<file path="src/rtl/rbpn_pkg.sv">
// ----------------------------------------------------------------------------
// rbpn_pkg
// Types, widths, register map and tables shared by the raw Bayer pixel
// normalizer and its divider pipeline.
// ----------------------------------------------------------------------------
`default_nettype none

package rbpn_pkg;

	// sample width, raw counts are masked down to this many bits
	localparam int SAMPLE_BITS = 16;
	localparam logic [15:0] SAMPLE_MASK = 16'((1 << SAMPLE_BITS) - 1);

	// configuration map
	localparam int NUM_REGS  = 8;
	localparam int REG_IDX_W = $clog2(NUM_REGS);
	localparam int ADDR_W    = REG_IDX_W + 2;

	localparam logic [REG_IDX_W-1:0] REG_WHITE     = REG_IDX_W'(0);
	localparam logic [REG_IDX_W-1:0] REG_BLACK_EE  = REG_IDX_W'(1);
	localparam logic [REG_IDX_W-1:0] REG_BLACK_EO  = REG_IDX_W'(2);
	localparam logic [REG_IDX_W-1:0] REG_BLACK_OE  = REG_IDX_W'(3);
	localparam logic [REG_IDX_W-1:0] REG_BLACK_OO  = REG_IDX_W'(4);
	localparam logic [REG_IDX_W-1:0] REG_CFA       = REG_IDX_W'(5);
	localparam logic [REG_IDX_W-1:0] REG_RES_EN    = REG_IDX_W'(6);
	localparam logic [REG_IDX_W-1:0] REG_GAIN_EN   = REG_IDX_W'(7);

	// arithmetic widths, levels in 1/16 count units
	localparam int LVL_W  = 23;           // signed black, numerator, denominator
	localparam int D_W    = 21;           // clamped denominator, 16 .. 1114096
	localparam int MAG_W  = 21;           // numerator magnitude
	localparam int GAIN_W = 16;
	localparam int PROD_W = MAG_W + GAIN_W;
	localparam int NUM_W  = PROD_W + 4;   // times 16
	localparam int Q_W    = 24;           // quotient bits kept
	localparam int DIV_BITS = Q_W;        // one quotient bit per divider stage
	localparam int HI_W   = NUM_W - Q_W;  // numerator bits above the quotient range

	// input beat to first divider stage, then divider, then output register
	localparam int PIPE_LAT = 4 + DIV_BITS + 1;

	localparam logic [GAIN_W-1:0] GAIN_ONE = GAIN_W'(4096);
	localparam logic [LVL_W-1:0]  D_MIN    = LVL_W'(16);
	localparam logic [Q_W-1:0]    SIG_MAX  = 24'h7FFFFF;
	localparam logic [Q_W-1:0]    SIG_MIN  = 24'h800000;

	// colors
	localparam logic [1:0] COLOR_RED   = 2'd0;
	localparam logic [1:0] COLOR_GREEN = 2'd1;
	localparam logic [1:0] COLOR_BLUE  = 2'd2;

	// indexed by cfa pattern then phase
	localparam logic [1:0] COLOR_LUT [4][4] = '{
		'{COLOR_BLUE,  COLOR_GREEN, COLOR_GREEN, COLOR_RED},
		'{COLOR_RED,   COLOR_GREEN, COLOR_GREEN, COLOR_BLUE},
		'{COLOR_GREEN, COLOR_RED,   COLOR_BLUE,  COLOR_GREEN},
		'{COLOR_GREEN, COLOR_BLUE,  COLOR_RED,   COLOR_GREEN}
	};

	typedef struct packed {
		logic [15:0]        raw_sample;
		logic               row_odd;
		logic               col_odd;
		logic signed [15:0] row_bias;
		logic signed [15:0] col_bias;
		logic [15:0]        pixel_gain;
	} rbpn_in_t;

	typedef struct packed {
		logic signed [23:0] normalized_signal;
		logic [1:0]         channel_color;
		logic               high_clipped;
		logic [15:0]        clip_lower_bound;
	} rbpn_out_t;

	// fields that ride alongside the divider
	typedef struct packed {
		logic [1:0]        color;
		logic              clip;
		logic [GAIN_W-1:0] gain;
		logic              neg;
		logic              ovf;
	} rbpn_side_t;

endpackage

`default_nettype wire

</file>
<file path="src/rtl/rbpn_div.sv">
// ----------------------------------------------------------------------------
// rbpn_div
// Pipelined restoring divider, one quotient bit per stage, with sideband.
// ----------------------------------------------------------------------------
`default_nettype none

module rbpn_div (
	input  wire logic                         clk,
	input  wire logic                         arst_n,
	input  wire logic                         in_valid,
	input  wire logic [rbpn_pkg::D_W-1:0]     in_d,
	input  wire logic [rbpn_pkg::D_W-1:0]     in_rem,
	input  wire logic [rbpn_pkg::Q_W-1:0]     in_low,
	input  wire rbpn_pkg::rbpn_side_t         in_side,
	output logic                              out_valid,
	output logic [rbpn_pkg::Q_W-1:0]          out_quo,
	output rbpn_pkg::rbpn_side_t              out_side
);
	import rbpn_pkg::*;

	logic             valid_s [1:DIV_BITS];
	logic [D_W-1:0]   d_s     [1:DIV_BITS];
	logic [D_W-1:0]   rem_s   [1:DIV_BITS];
	logic [Q_W-1:0]   low_s   [1:DIV_BITS];
	logic [Q_W-1:0]   quo_s   [1:DIV_BITS];
	rbpn_side_t       side_s  [1:DIV_BITS];

	for (genvar k = 0; k < DIV_BITS; k++) begin : g_stage
		logic           cur_valid;
		logic [D_W-1:0] cur_d;
		logic [D_W-1:0] cur_rem;
		logic [Q_W-1:0] cur_low;
		logic [Q_W-1:0] cur_quo;
		rbpn_side_t     cur_side;
		logic [D_W:0]   r_sh;
		logic [D_W:0]   r_sub;
		logic           ge;

		if (k == 0) begin : g_first
			assign cur_valid = in_valid;
			assign cur_d     = in_d;
			assign cur_rem   = in_rem;
			assign cur_low   = in_low;
			assign cur_quo   = '0;
			assign cur_side  = in_side;
		end else begin : g_next
			assign cur_valid = valid_s[k];
			assign cur_d     = d_s[k];
			assign cur_rem   = rem_s[k];
			assign cur_low   = low_s[k];
			assign cur_quo   = quo_s[k];
			assign cur_side  = side_s[k];
		end

		// bring down the next numerator bit and try one subtract
		assign r_sh  = {cur_rem, cur_low[Q_W-1]};
		assign r_sub = r_sh - {1'b0, cur_d};
		assign ge    = (r_sh >= {1'b0, cur_d});

		always_ff @(posedge clk or negedge arst_n) begin
			if (!arst_n) begin
				valid_s[k+1] <= 1'b0;
			end else begin
				valid_s[k+1] <= cur_valid;
			end
		end

		always_ff @(posedge clk) begin
			d_s[k+1]    <= cur_d;
			rem_s[k+1]  <= ge ? r_sub[D_W-1:0] : r_sh[D_W-1:0];
			low_s[k+1]  <= {cur_low[Q_W-2:0], 1'b0};
			quo_s[k+1]  <= {cur_quo[Q_W-2:0], ge};
			side_s[k+1] <= cur_side;
		end
	end

	assign out_valid = valid_s[DIV_BITS];
	assign out_quo   = quo_s[DIV_BITS];
	assign out_side  = side_s[DIV_BITS];

	a_latency: assert property (@(posedge clk) disable iff (!arst_n)
		in_valid |-> ##DIV_BITS out_valid)
		else $error("divider beat lost in pipeline");

	a_rem_below_d: assert property (@(posedge clk) disable iff (!arst_n)
		(out_valid && !out_side.ovf) |-> (rem_s[DIV_BITS] < d_s[DIV_BITS]))
		else $error("final remainder not below divisor");

endmodule

`default_nettype wire

</file>
<file path="src/rtl/raw_bayer_pixel_normalizer.sv">
// ----------------------------------------------------------------------------
// raw_bayer_pixel_normalizer
// Black and white level normalization of raw Bayer samples with optional
// residual row/column black and per-pixel gain, output as signed Q8.16.
// ----------------------------------------------------------------------------
//
//   channel   signals                                 handshake
//   input     item (rbpn_in_t)                        start, busy
//   result    result (rbpn_out_t)                     result_valid strobe
//   config    psel penable pwrite paddr pwdata        pready, prdata
//
// One sample per clock is accepted; busy stays low. Every result appears
// after its input beat has passed four front stages (black, difference,
// multiply, range check), 24 divider stages giving one quotient bit each,
// and the output register. The divider stage count sets the latency.
// Reset clears all valid bits and loads the register defaults.
// The result side cannot stall, so the pipeline advances every cycle.
//
`default_nettype none

module raw_bayer_pixel_normalizer (
	input  wire logic                          clk,
	input  wire logic                          arst_n,
	input  wire logic                          start,
	output logic                               busy,
	input  wire rbpn_pkg::rbpn_in_t            item,
	output logic                               result_valid,
	output rbpn_pkg::rbpn_out_t                result,
	input  wire logic                          psel,
	input  wire logic                          penable,
	input  wire logic                          pwrite,
	input  wire logic [rbpn_pkg::ADDR_W-1:0]   paddr,
	input  wire logic [31:0]                   pwdata,
	output logic [31:0]                        prdata,
	output logic                               pready
);
	import rbpn_pkg::*;

	// configuration registers
	logic [15:0] white_q;
	logic [15:0] black_ee_q;
	logic [15:0] black_eo_q;
	logic [15:0] black_oe_q;
	logic [15:0] black_oo_q;
	logic [1:0]  cfa_q;
	logic        res_en_q;
	logic        gain_en_q;

	logic                 wr_en;
	logic [REG_IDX_W-1:0] wr_idx;
	logic [REG_IDX_W-1:0] rd_idx;

	assign pready = 1'b1;
	assign busy   = 1'b0;
	assign wr_en  = psel && penable && pwrite;
	assign wr_idx = paddr[ADDR_W-1:2];
	assign rd_idx = paddr[ADDR_W-1:2];

	always_ff @(posedge clk or negedge arst_n) begin
		if (!arst_n) begin
			white_q    <= 16'hFFFF;
			black_ee_q <= '0;
			black_eo_q <= '0;
			black_oe_q <= '0;
			black_oo_q <= '0;
			cfa_q      <= '0;
			res_en_q   <= 1'b0;
			gain_en_q  <= 1'b0;
		end else if (wr_en) begin
			case (wr_idx)
				REG_WHITE:    white_q    <= pwdata[15:0];
				REG_BLACK_EE: black_ee_q <= pwdata[15:0];
				REG_BLACK_EO: black_eo_q <= pwdata[15:0];
				REG_BLACK_OE: black_oe_q <= pwdata[15:0];
				REG_BLACK_OO: black_oo_q <= pwdata[15:0];
				REG_CFA:      cfa_q      <= pwdata[1:0];
				REG_RES_EN:   res_en_q   <= pwdata[0];
				REG_GAIN_EN:  gain_en_q  <= pwdata[0];
				default: ;
			endcase
		end
	end

	always_comb begin
		case (rd_idx)
			REG_WHITE:    prdata = {16'b0, white_q};
			REG_BLACK_EE: prdata = {16'b0, black_ee_q};
			REG_BLACK_EO: prdata = {16'b0, black_eo_q};
			REG_BLACK_OE: prdata = {16'b0, black_oe_q};
			REG_BLACK_OO: prdata = {16'b0, black_oo_q};
			REG_CFA:      prdata = {30'b0, cfa_q};
			REG_RES_EN:   prdata = {31'b0, res_en_q};
			REG_GAIN_EN:  prdata = {31'b0, gain_en_q};
			default:      prdata = '0;
		endcase
	end

	// ---------------- stage 1: black level, gain, color, clip
	logic [1:0]              phase;
	logic [15:0]             black_sel;
	logic [15:0]             raw_m;
	logic [15:0]             white_m;
	logic [15:0]             black_m;
	logic signed [16:0]      bias_sum;
	logic signed [LVL_W-1:0] bias_ext;
	logic signed [LVL_W-1:0] b16;
	logic [GAIN_W-1:0]       gain;

	assign phase = {item.row_odd, item.col_odd};

	always_comb begin
		case (phase)
			2'd0:    black_sel = black_ee_q;
			2'd1:    black_sel = black_eo_q;
			2'd2:    black_sel = black_oe_q;
			default: black_sel = black_oo_q;
		endcase
	end

	assign raw_m    = item.raw_sample & SAMPLE_MASK;
	assign white_m  = white_q & SAMPLE_MASK;
	assign black_m  = black_sel & SAMPLE_MASK;
	assign bias_sum = 17'(item.row_bias) + 17'(item.col_bias);
	assign bias_ext = res_en_q ? LVL_W'(bias_sum) : '0;
	assign b16      = $signed({3'b0, black_m, 4'b0}) + bias_ext;
	assign gain     = gain_en_q ? item.pixel_gain : GAIN_ONE;

	logic                    v_s1;
	logic [19:0]             raw16_s1;
	logic [19:0]             white16_s1;
	logic signed [LVL_W-1:0] b16_s1;
	rbpn_side_t              side_s1;

	always_ff @(posedge clk or negedge arst_n) begin
		if (!arst_n) begin
			v_s1 <= 1'b0;
		end else begin
			v_s1 <= start && !busy;
		end
	end

	always_ff @(posedge clk) begin
		raw16_s1   <= {raw_m, 4'b0};
		white16_s1 <= {white_m, 4'b0};
		b16_s1     <= b16;
		side_s1    <= '{color: COLOR_LUT[cfa_q][phase], clip: (raw_m >= white_m),
			gain: gain, neg: 1'b0, ovf: 1'b0};
	end

	// ---------------- stage 2: numerator magnitude and sign, clamped denominator
	logic signed [LVL_W-1:0] diff_p;
	logic signed [LVL_W-1:0] diff_n;
	logic signed [LVL_W-1:0] dd;

	assign diff_p = $signed({3'b0, raw16_s1}) - b16_s1;
	assign diff_n = b16_s1 - $signed({3'b0, raw16_s1});
	assign dd     = $signed({3'b0, white16_s1}) - b16_s1;

	logic             v_s2;
	logic [MAG_W-1:0] nmag_s2;
	logic [D_W-1:0]   d_s2;
	rbpn_side_t       side_s2;

	always_ff @(posedge clk or negedge arst_n) begin
		if (!arst_n) begin
			v_s2 <= 1'b0;
		end else begin
			v_s2 <= v_s1;
		end
	end

	always_ff @(posedge clk) begin
		nmag_s2 <= diff_p[LVL_W-1] ? diff_n[MAG_W-1:0] : diff_p[MAG_W-1:0];
		// black at or above white: one count
		d_s2    <= (dd < $signed(D_MIN)) ? D_MIN[D_W-1:0] : dd[D_W-1:0];
		side_s2 <= '{color: side_s1.color, clip: side_s1.clip, gain: side_s1.gain,
			neg: diff_p[LVL_W-1], ovf: side_s1.ovf};
	end

	// ---------------- stage 3: gain multiply
	logic              v_s3;
	logic [PROD_W-1:0] prod_s3;
	logic [D_W-1:0]    d_s3;
	rbpn_side_t        side_s3;

	always_ff @(posedge clk or negedge arst_n) begin
		if (!arst_n) begin
			v_s3 <= 1'b0;
		end else begin
			v_s3 <= v_s2;
		end
	end

	always_ff @(posedge clk) begin
		prod_s3 <= {{GAIN_W{1'b0}}, nmag_s2} * {{MAG_W{1'b0}}, side_s2.gain};
		d_s3    <= d_s2;
		side_s3 <= side_s2;
	end

	// ---------------- stage 4: quotient range check, divider operands
	logic [NUM_W-1:0] num;
	logic [HI_W-1:0]  num_hi;

	assign num    = {prod_s3, 4'b0};
	assign num_hi = num[NUM_W-1:Q_W];

	logic           v_s4;
	logic [D_W-1:0] d_s4;
	logic [D_W-1:0] rem_s4;
	logic [Q_W-1:0] low_s4;
	rbpn_side_t     side_s4;

	always_ff @(posedge clk or negedge arst_n) begin
		if (!arst_n) begin
			v_s4 <= 1'b0;
		end else begin
			v_s4 <= v_s3;
		end
	end

	always_ff @(posedge clk) begin
		d_s4    <= d_s3;
		rem_s4  <= D_W'(num_hi);
		low_s4  <= num[Q_W-1:0];
		// quotient would not fit in Q_W bits
		side_s4 <= '{color: side_s3.color, clip: side_s3.clip, gain: side_s3.gain,
			neg: side_s3.neg, ovf: ({{(D_W-HI_W){1'b0}}, num_hi} >= d_s3)};
	end

	// ---------------- divider
	logic           div_valid;
	logic [Q_W-1:0] div_quo;
	rbpn_side_t     div_side;

	rbpn_div u_div (
		.clk      (clk),
		.arst_n   (arst_n),
		.in_valid (v_s4),
		.in_d     (d_s4),
		.in_rem   (rem_s4),
		.in_low   (low_s4),
		.in_side  (side_s4),
		.out_valid(div_valid),
		.out_quo  (div_quo),
		.out_side (div_side)
	);

	// ---------------- output: sign and saturation
	logic [Q_W-1:0] sig;

	always_comb begin
		if (!div_side.neg) begin
			sig = (div_side.ovf || div_quo[Q_W-1]) ? SIG_MAX : div_quo;
		end else begin
			sig = (div_side.ovf || (div_quo > SIG_MIN)) ? SIG_MIN : (Q_W'(0) - div_quo);
		end
	end

	logic      result_valid_q;
	rbpn_out_t result_q;

	always_ff @(posedge clk or negedge arst_n) begin
		if (!arst_n) begin
			result_valid_q <= 1'b0;
		end else begin
			result_valid_q <= div_valid;
		end
	end

	always_ff @(posedge clk) begin
		result_q <= '{normalized_signal: $signed(sig), channel_color: div_side.color,
			high_clipped: div_side.clip, clip_lower_bound: div_side.gain};
	end

	assign result_valid = result_valid_q;
	assign result       = result_q;

	a_one_result_per_beat: assert property (@(posedge clk) disable iff (!arst_n)
		(start && !busy) |-> ##PIPE_LAT result_valid)
		else $error("input beat produced no result");

	a_ovf_saturates: assert property (@(posedge clk) disable iff (!arst_n)
		(div_valid && div_side.ovf) |=> (result_valid &&
		(result.normalized_signal == $signed(SIG_MAX) ||
		 result.normalized_signal == $signed(SIG_MIN))))
		else $error("out-of-range quotient not saturated");

endmodule

`default_nettype wire

</file>
<file path="config.mk">
export PLATFORM = sky130hd
export DESIGN_NAME = raw_bayer_pixel_normalizer
export DESIGN_NICKNAME = d
export VERILOG_FILES = /design/src/rtl/rbpn_pkg.sv /design/src/rtl/rbpn_div.sv /design/src/rtl/raw_bayer_pixel_normalizer.sv
export SDC_FILE = /design/constraint.sdc
export NUM_CORES = 2
export LEC_CHECK = 0
export ABC_CLOCK_PERIOD_IN_PS = 7400
export BUFFER_PORTS_ARGS = -buffer_cell sky130_fd_sc_hd__buf_2
export CAP_MARGIN = 0
export CORE_ASPECT_RATIO = 0.9
export CORE_MARGIN = 10
export CORE_UTILIZATION = 60
export DETAILED_ROUTE_END_ITERATION = 12
export MAX_ROUTING_LAYER = met4
export PLACE_DENSITY = 0.8
export SYNTH_ARGS = -nofsm -noshare
export SYNTH_HDL_FRONTEND = slang
export SYNTH_SLANG_ARGS = --single-unit
</file>
<file path="constraint.sdc">
create_clock -name clk -period 7.4 [get_ports clk]
set_clock_uncertainty 0.2 [all_clocks]
set_input_delay 1.85 -clock clk [delete_from_list [all_inputs] [get_ports clk]]
set_output_delay 1.85 -clock clk [all_outputs]
set_load 0.02 [all_outputs]
</file>
== Word-level counts from Yosys, hierarchy flattened ==
Memory sizes are Yosys's and may differ from the RTL's.
Index checks and enable logic that the tools add are counted.
W data, S select, Z words.

* Add/subtract/negate cells: 30
* $mul: 1
* Div/mod/pow operators: 0
* Order comparisons: 30
* Equal/unequal tests: 9
* Shifts and indexed selects: 0
* Mux-type cells: 37
* Bitwise logic cells: 2
* Reductions and logical operators: 14

{| class="wikitable"
|+ Operators by type and width
! operator !! number
|-
| $mux W21 || 25
|-
| $ge A22 B21 Y1 || 23
|-
| $sub A21 B21 Y21 || 24
|-
| $pmux W32 S8 || 1
|-
| $mux W24 || 3
|-
| $pmux W16 S3 || 1
|-
| $sub A21 B23 Y23 || 2
|-
| $mul A21 B16 Y37 || 1
|-
| $gt A24 B24 Y1 const B || 1
|-
| $sub A1 B24 Y24 const A || 1
|-
| $add A21 B23 Y23 || 1
|-
| $lt A23 B6 Y1 const B || 1
|-
| $mux W23 || 1
|-
| $ge A17 B21 Y1 || 1
|-
| $ge A18 B21 Y1 || 1
|-
| $sub A18 B21 Y21 || 1
|-
| $add A16 B16 Y17 || 1
|-
| $bmux W8 S2 || 1
|-
| $ge A16 B16 Y1 || 1
|-
| $mux W8 || 2
|-
| $reduce_and A2 Y1 || 8
|-
| $eq A3 B3 Y1 const B || 4
|-
| $eq A3 B2 Y1 const B || 2
|-
| $ge A3 B3 Y1 const B || 2
|-
| 10 further kinds || 14
|}

* Bits in registers: 449
* Latch bits: 0
* Memory bits (writable): 2640
* Memory bits (read-only): 0
* Input bits: 109
* Output and inout bits: 78
* Word-level logic and storage cells: 195
* Memories kept: 5

{| class="wikitable"
|+ Memories
! name !! depth !! width !! rd ports !! clocked after Yosys merged registers in !! wr ports !! line !! text
|-
| u_div.quo_s || 24 || 24 || 24 || 0 || 24 || rbpn_div.sv:25 || <nowiki>logic [Q_W-1:0] quo_s [1:DIV_BITS];</nowiki>
|-
| u_div.low_s || 24 || 23 || 23 || 0 || 24 || rbpn_div.sv:24 || <nowiki>logic [Q_W-1:0] low_s [1:DIV_BITS];</nowiki>
|-
| u_div.d_s || 24 || 21 || 23 || 0 || 24 || rbpn_div.sv:22 || <nowiki>logic [D_W-1:0] d_s [1:DIV_BITS];</nowiki>
|-
| u_div.rem_s || 24 || 21 || 23 || 0 || 24 || rbpn_div.sv:23 || <nowiki>logic [D_W-1:0] rem_s [1:DIV_BITS];</nowiki>
|-
| u_div.side_s || 24 || 21 || 24 || 0 || 24 || rbpn_div.sv:26 || <nowiki>rbpn_side_t side_s [1:DIV_BITS];</nowiki>
|}

== Logic depth before layout (Yosys ltp) ==
* Word-level depth: 7
* Depth in mapped cells: 26
* Mapped depth without buffers: 24

== By module ==
Synthesis repeated with hierarchy kept, for this count alone.

* Cell total of the unflattened synthesis: 9607
* Area, all modules: 100571.5 um2

{| class="wikitable"
|+ By module, submodules not included
! module !! times used !! cells an instance !! area an instance (um2)
|-
| rbpn_div || 1 || 6834 || 72801.1
|-
| raw_bayer_pixel_normalizer || 1 || 2773 || 27770.4
|}

== Worst setup path after synthesis ==
Ideal clock, no wire load.

* Path type: reg2reg
* Start: reg nmag_s2[5]
* End: reg prod_s3[33]
* Setup time: 0.072 ns
* Data arrival time: 6.067 ns
* Data required time: 7.128 ns
* Path slack: 1.061 ns
* Cell stages (with the launch flop): 24
* Period minus slack after synthesis: 6.339 ns
* Cell sequence: dfxtp_1 clkbuf_1 nand2_1 fa_1 inv_1 fa_1 fa_1 inv_1 fa_1 inv_1 fa_1 inv_1 fa_1 inv_1 ha_1 nand4_1 nor4_1 a211oi_1 o21ai_0 a311oi_1 nor3_1 a41o_1 o41ai_1 xnor2_1

* Longest elaborated chain between the ends: 1

{| class="wikitable"
|+ Ends and longest elaborated chain
! element !! line !! text
|-
| from (decl) || raw_bayer_pixel_normalizer.sv:160 || <nowiki>logic [MAG_W-1:0] nmag_s2;</nowiki>
|-
| from (signal assigned) || raw_bayer_pixel_normalizer.sv:173 || <nowiki>nmag_s2 <= diff_p[LVL_W-1] ? diff_n[MAG_W-1:0] : diff_p[MAG_W-1:0];</nowiki>
|-
| $mul A21 B16 Y37 || raw_bayer_pixel_normalizer.sv:195 || <nowiki>prod_s3 <= {{GAIN_W{1'b0}}, nmag_s2} * {{MAG_W{1'b0}}, side_s2.gain};</nowiki>
|-
| to (signal assigned) || raw_bayer_pixel_normalizer.sv:195 ||
|-
| to (decl) || raw_bayer_pixel_normalizer.sv:182 || <nowiki>logic [PROD_W-1:0] prod_s3;</nowiki>
|}

Every way passes these cells.
A chain may end at the register's enable or synchronous reset.

== Final worst setup path ==
* Start: reg side_s2[6] (netlist bit)
* End: reg prod_s3[35]

* Longest elaborated chain between the ends: 1

{| class="wikitable"
|+ Ends and longest elaborated chain
! element !! line !! text
|-
| from (decl) || raw_bayer_pixel_normalizer.sv:162 || <nowiki>rbpn_side_t side_s2;</nowiki>
|-
| from (signal assigned) || raw_bayer_pixel_normalizer.sv:176 || <nowiki>side_s2 <= '{color: side_s1.color, clip: side_s1.clip, gain: side_s1.gain,</nowiki>
|-
| $mul A21 B16 Y37 || raw_bayer_pixel_normalizer.sv:195 ||
|}

Every way passes these cells.

==> metrics list <==
- Simple-Gate Fraction of Synth Area: 9.58%
- The congestion estimate from routability-driven global placement came to between 0.9 and 1.
* Worst setup path category: flip-flop to flip-flop
- The synthesized netlist contains between 80 and 90 unique library cells.
* Fin. max-slew vios: 0
- Of all nets on the critical path, the largest fanout is 12.
- Placeable Area: 0.159 sq mm
- The filler cells instantiated in the layout total 11700.
* Number of nets in the finished design: ~10000
* Post-synthesis share of cell area spent on xor and xnor gates: 4.38%
* Design Area, Final: 0.107 sq mm
- Of the total synthesized cell area, the portion taken by full adders, half adders and majority gates is 15.4%.
- Entering global routing, the biggest net connects 61 pins.
- After detailed routing, the number of remaining DRC violations is 0.
* Share of final-layout standard cells stronger than drive strength 1: 9.98%
- Counting every instance in the synthesized netlist gives 9038.
* Via count of the first global-routing pass: 63900
- In the final routed layout, each cell accounts on average for 17.5 um.
- Cts-stage hold buffer count: 0
- Final-report setup violation count: 0
- The die covers between 0.15 and 0.2 sq mm.
- Routed WL: 203 mm
* Ratio of routed vias to standard cells: roughly 5.4
* Signal arrival time at the worst endpoint: 7.52 ns
- Die Span Y: 400 um
* Hold Violations, Final: 0
- For the worst setup path, the data required time is about 7.9 ns.
* Portion of the post-synthesis area used by sequential elements: 50.7%
- From left edge to right edge, the die measures 442 um.
- At the pin with the least slew margin, the transition time is between 1 and 1.5 ns.
- Crit path time final: 6.98 ns
- Sort of element at the end of the critical path: flip-flop
- Once the floorplan was initialized, standard cells occupied 60.3% of the core.
- Summing all flip-flop and latch instances after layout gives 0.0488 sq mm.
* Mux share of post-synthesis cell area: 4.30%
* Aggregate negative setup slack: 0 ns
- The worst hold path belongs to the class flip-flop to flip-flop.
- After synthesis, the share of flip-flops with an asynchronous set or reset is 4.69%.
* Combinational family with the most area after synthesis: adder cells
- Max transition margin: roughly 6.6%
- Flip-flop and latch count after synthesis: 2409
* Total number of yosys warnings: 0
* Setup repair after global routing missed its margin: no
- Starting DRT DRC Count: 4456
- Pin placement for this block handled 187 I/O pins.
- In this run the cell area measured after placement is a little under 0.1 sq mm.
- Congestion Overflow GR: 0
- Summing all multi-input logic gate instances after layout gives 0.0427 sq mm.
* Average size of a mapped cell: around 11 sq um
- Number of enable flip-flop cells after synthesis: 0
* Maxcap violations: 0
* DPL Wire Length: 150 mm
- The first detailed-routing pass took 6 iterations.
- For the worst-skew pair, the clock arrives at the later sink with an insertion delay of 0.87 ns.
- TritonCTS created 215 clock buffers.
- Post-synthesis compound-gate area fraction: a little over a tenth
- The area growth from synthesis to layout is 11.4%.
* Min setup slack post-route: 0.419 ns
- Derived from the worst setup path, the maximum achievable clock frequency is 143 MHz.
* Count of H-tree levels built during CTS: 4
- Root buffer cell: sky130_fd_sc_hd__clkbuf_16
* Input/output buffers: 150
- Launching element of the worst setup path: side_s2[6]
- TritonCTS built the clock tree.
- Overall via count from detail_route: ~63000
* Worst reg2reg path endpoint: prod_s3[35]
- The clock drives 2409 sinks.
- The run finished with clean final reports.
- In this run the cell area of the synthesized design comes to 0.0962 sq mm.
- Launching point of the worst reg2reg path: side_s2[6]
* Utilization after layout: between 60% and 70%
- Buffers added to address setup during post-CTS repair amount to 0.
* Num rows: between 100 and 150
- The first global-routing pass estimated 329 mm of wire.
- Worst setup endpoint: prod_s3[35]
- Clk pin slew, worst setup/hold paths: 0.07 ns
- Counting along the longest clock path gives a buffer depth of 3.
* Worst reg-to-reg path cell count: 23
* Initial antenna violation count: 2
- Across every metal layer, demand over resource in global routing totals 23.2%.
* Worst slack after detailed placement: 0.352 ns
- Portion of the clock cycle consumed by the worst path in the final layout: 94.3%
- The count of nets left with antenna violations once routing finished came out at 0.
- Critical Path Source Type: flip-flop
- For this run, the leading register cell type out of synthesis is sky130_fd_sc_hd__dfxtp_1.
- CTS resizes: 0
- Slack of the worst reg-to-reg path: 0.42 ns
[sequential cells by signal (all words and copies together) (netlist names), 23 cells and up]
name,cells
u_div.rem_s,483
u_div.side_s,504
prod_s3,37
u_div.quo_s,300
b16_s1,23
u_div.g_stage.cur_valid,23
u_div.d_s,483
result,43
u_div.low_s,190
[routing by layer]
| metal | wire, um | track usage, % |
|---|---|---|
| met1 | 86900 | 28.1 |
| met5 | 0 | - |
| met4 | 6580 | 7.69 |
| met3 | 9630 | 3.22 |
| met2 | 99400 | 40.2 |
[layout by cell type, fill, tap and decap left out, drive strengths merged, types with 23 or more instances in the layout]
master     n
ha       724
a21o     178
buf      215
nor3     130
or3       40
a211o     23
nand2b   114
nor4      29
bufinv    25
a211oi    62
o211ai    29
o22ai     28
nor2b     93
xor2     173
a221oi    27
a21oi    528
clkinv    54
mux2     274
dfxtp   2296
a21boi    28
clkbuf   299
o41ai     35
xnor2    308
nor2     407
o21a      79
o21ai    357
nand3    101
nand4     78
o21bai    40
and3      44
nand2    592
fa       290
mux2i     62
inv     1088
dfrtp     97
a31oi     35
and2     192
[how the worst min path moves through the flow]
| stage | startpoint | end | slack, ns | cells past startpoint |
|---|---|---|---|---|
| floorplan | d_s2[0] | d_s3[0] | 0.11 | 0 |
| global placement | u_div.quo_s[1][30] | u_div.quo_s[1][55] | 0.11 | 0 |
| detailed placement | u_div.side_s[0][272] | u_div.side_s[0][293] | 0.11 | 0 |
| CTS | u_div.quo_s[0][72] | u_div.quo_s[0][97] | 0.04 | 0 |
| global route | u_div.side_s[0][59] | u_div.side_s[0][80] | 0.05 | 0 |
| finish | u_div.quo_s[0][72] | u_div.quo_s[0][97] | 0.04 | 0 |
[final cells by class]
type	instances	share of cell area (%)
Antenna cell	1	0.00234
Tap cell	2115	2.47
Timing Repair Buffer	215	1.16
Clock buffer	299	5.72
Inverter	1078	3.78
Multi-Input combinational cell	5369	39.9
Clock inverter	103	1.47
Sequential cell	2409	45.6
[metrics by stage]
step | hold slack (ns) | cells
2_1_floorplan | 0.110 | 9054
3_3_place_gp | 0.110 | 11200
3_5_place_dp | 0.112 | 11200
4_1_cts | 0.0394 | 11600
5_1_grt | 0.0480 | 11600
6_report | 0.0435 | 11600
[cells in the mapped netlist, types with 23 or more instances]
cell type / count / area, sq um
sky130_fd_sc_hd__dfxtp_1: 2296 / 46000
sky130_fd_sc_hd__inv_1: 1078 / 4050
sky130_fd_sc_hd__ha_1: 724 / 9060
sky130_fd_sc_hd__nand2_1: 592 / 2220
sky130_fd_sc_hd__a21oi_1: 528 / 2640
sky130_fd_sc_hd__nor2_1: 407 / 1530
sky130_fd_sc_hd__o21ai_0: 355 / 1780
sky130_fd_sc_hd__xnor2_1: 308 / 2700
sky130_fd_sc_hd__fa_1: 290 / 5810
sky130_fd_sc_hd__mux2_2: 274 / 3090
sky130_fd_sc_hd__and2_1: 192 / 1200
sky130_fd_sc_hd__a21o_1: 178 / 1340
sky130_fd_sc_hd__xor2_1: 173 / 1520
sky130_fd_sc_hd__clkbuf_1: 155 / 582
sky130_fd_sc_hd__nor3_1: 130 / 651
sky130_fd_sc_hd__nand2b_1: 114 / 713
sky130_fd_sc_hd__nand3_1: 101 / 505
sky130_fd_sc_hd__dfrtp_1: 97 / 2430
sky130_fd_sc_hd__nor2b_1: 93 / 582
sky130_fd_sc_hd__o21a_1: 79 / 593
sky130_fd_sc_hd__nand4_1: 78 / 488
sky130_fd_sc_hd__a211oi_1: 62 / 465
sky130_fd_sc_hd__mux2i_1: 62 / 621
sky130_fd_sc_hd__and3_1: 44 / 275
sky130_fd_sc_hd__o21bai_1: 40 / 300
sky130_fd_sc_hd__or3_1: 40 / 250
sky130_fd_sc_hd__a31oi_1: 35 / 219
sky130_fd_sc_hd__o41ai_1: 35 / 307
sky130_fd_sc_hd__o211ai_1: 29 / 218
sky130_fd_sc_hd__a21boi_0: 28 / 210
sky130_fd_sc_hd__nor4_1: 28 / 175
sky130_fd_sc_hd__o22ai_1: 28 / 175
sky130_fd_sc_hd__a221oi_1: 27 / 236
sky130_fd_sc_hd__a211o_1: 23 / 201
[critical path: stages, from the launching register on]
cell and delay (ns):
sky130_fd_sc_hd__dfxtp_1 0.60, sky130_fd_sc_hd__buf_4 0.29, sky130_fd_sc_hd__nand2_1 0.09, sky130_fd_sc_hd__fa_1 0.49, sky130_fd_sc_hd__inv_1 0.06, sky130_fd_sc_hd__fa_1 0.51, sky130_fd_sc_hd__fa_1 0.54, sky130_fd_sc_hd__inv_1 0.05
sky130_fd_sc_hd__fa_1 0.48, sky130_fd_sc_hd__inv_1 0.06, sky130_fd_sc_hd__fa_1 0.51, sky130_fd_sc_hd__fa_1 0.49, sky130_fd_sc_hd__ha_1 0.36, sky130_fd_sc_hd__nand4_1 0.20, sky130_fd_sc_hd__nor4_1 0.30, sky130_fd_sc_hd__a211oi_1 0.11
sky130_fd_sc_hd__buf_4 0.16, sky130_fd_sc_hd__o21ai_1 0.30, sky130_fd_sc_hd__a311oi_1 0.16, sky130_fd_sc_hd__nor3_1 0.26, sky130_fd_sc_hd__a41o_1 0.26, sky130_fd_sc_hd__o21ai_0 0.08, sky130_fd_sc_hd__o21ai_0 0.19, sky130_fd_sc_hd__xor2_1 0.17
[cell families after synthesis]
| family | after synthesis |
|---|---|
| AND/OR/NAND/NOR | 1899 |
| flip-flops | 2409 |
| other | 2 |
| AO/OA/AOI/OAI | 1602 |
| buffers and inverters | 1276 |
| XOR/XNOR | 481 |
| adder cells (fa/ha/maj) | 1014 |
| multiplexers | 355 |
Power is not shown: default switching activity piles up to over one toggle a cycle in this logic, so the estimate is an artifact.
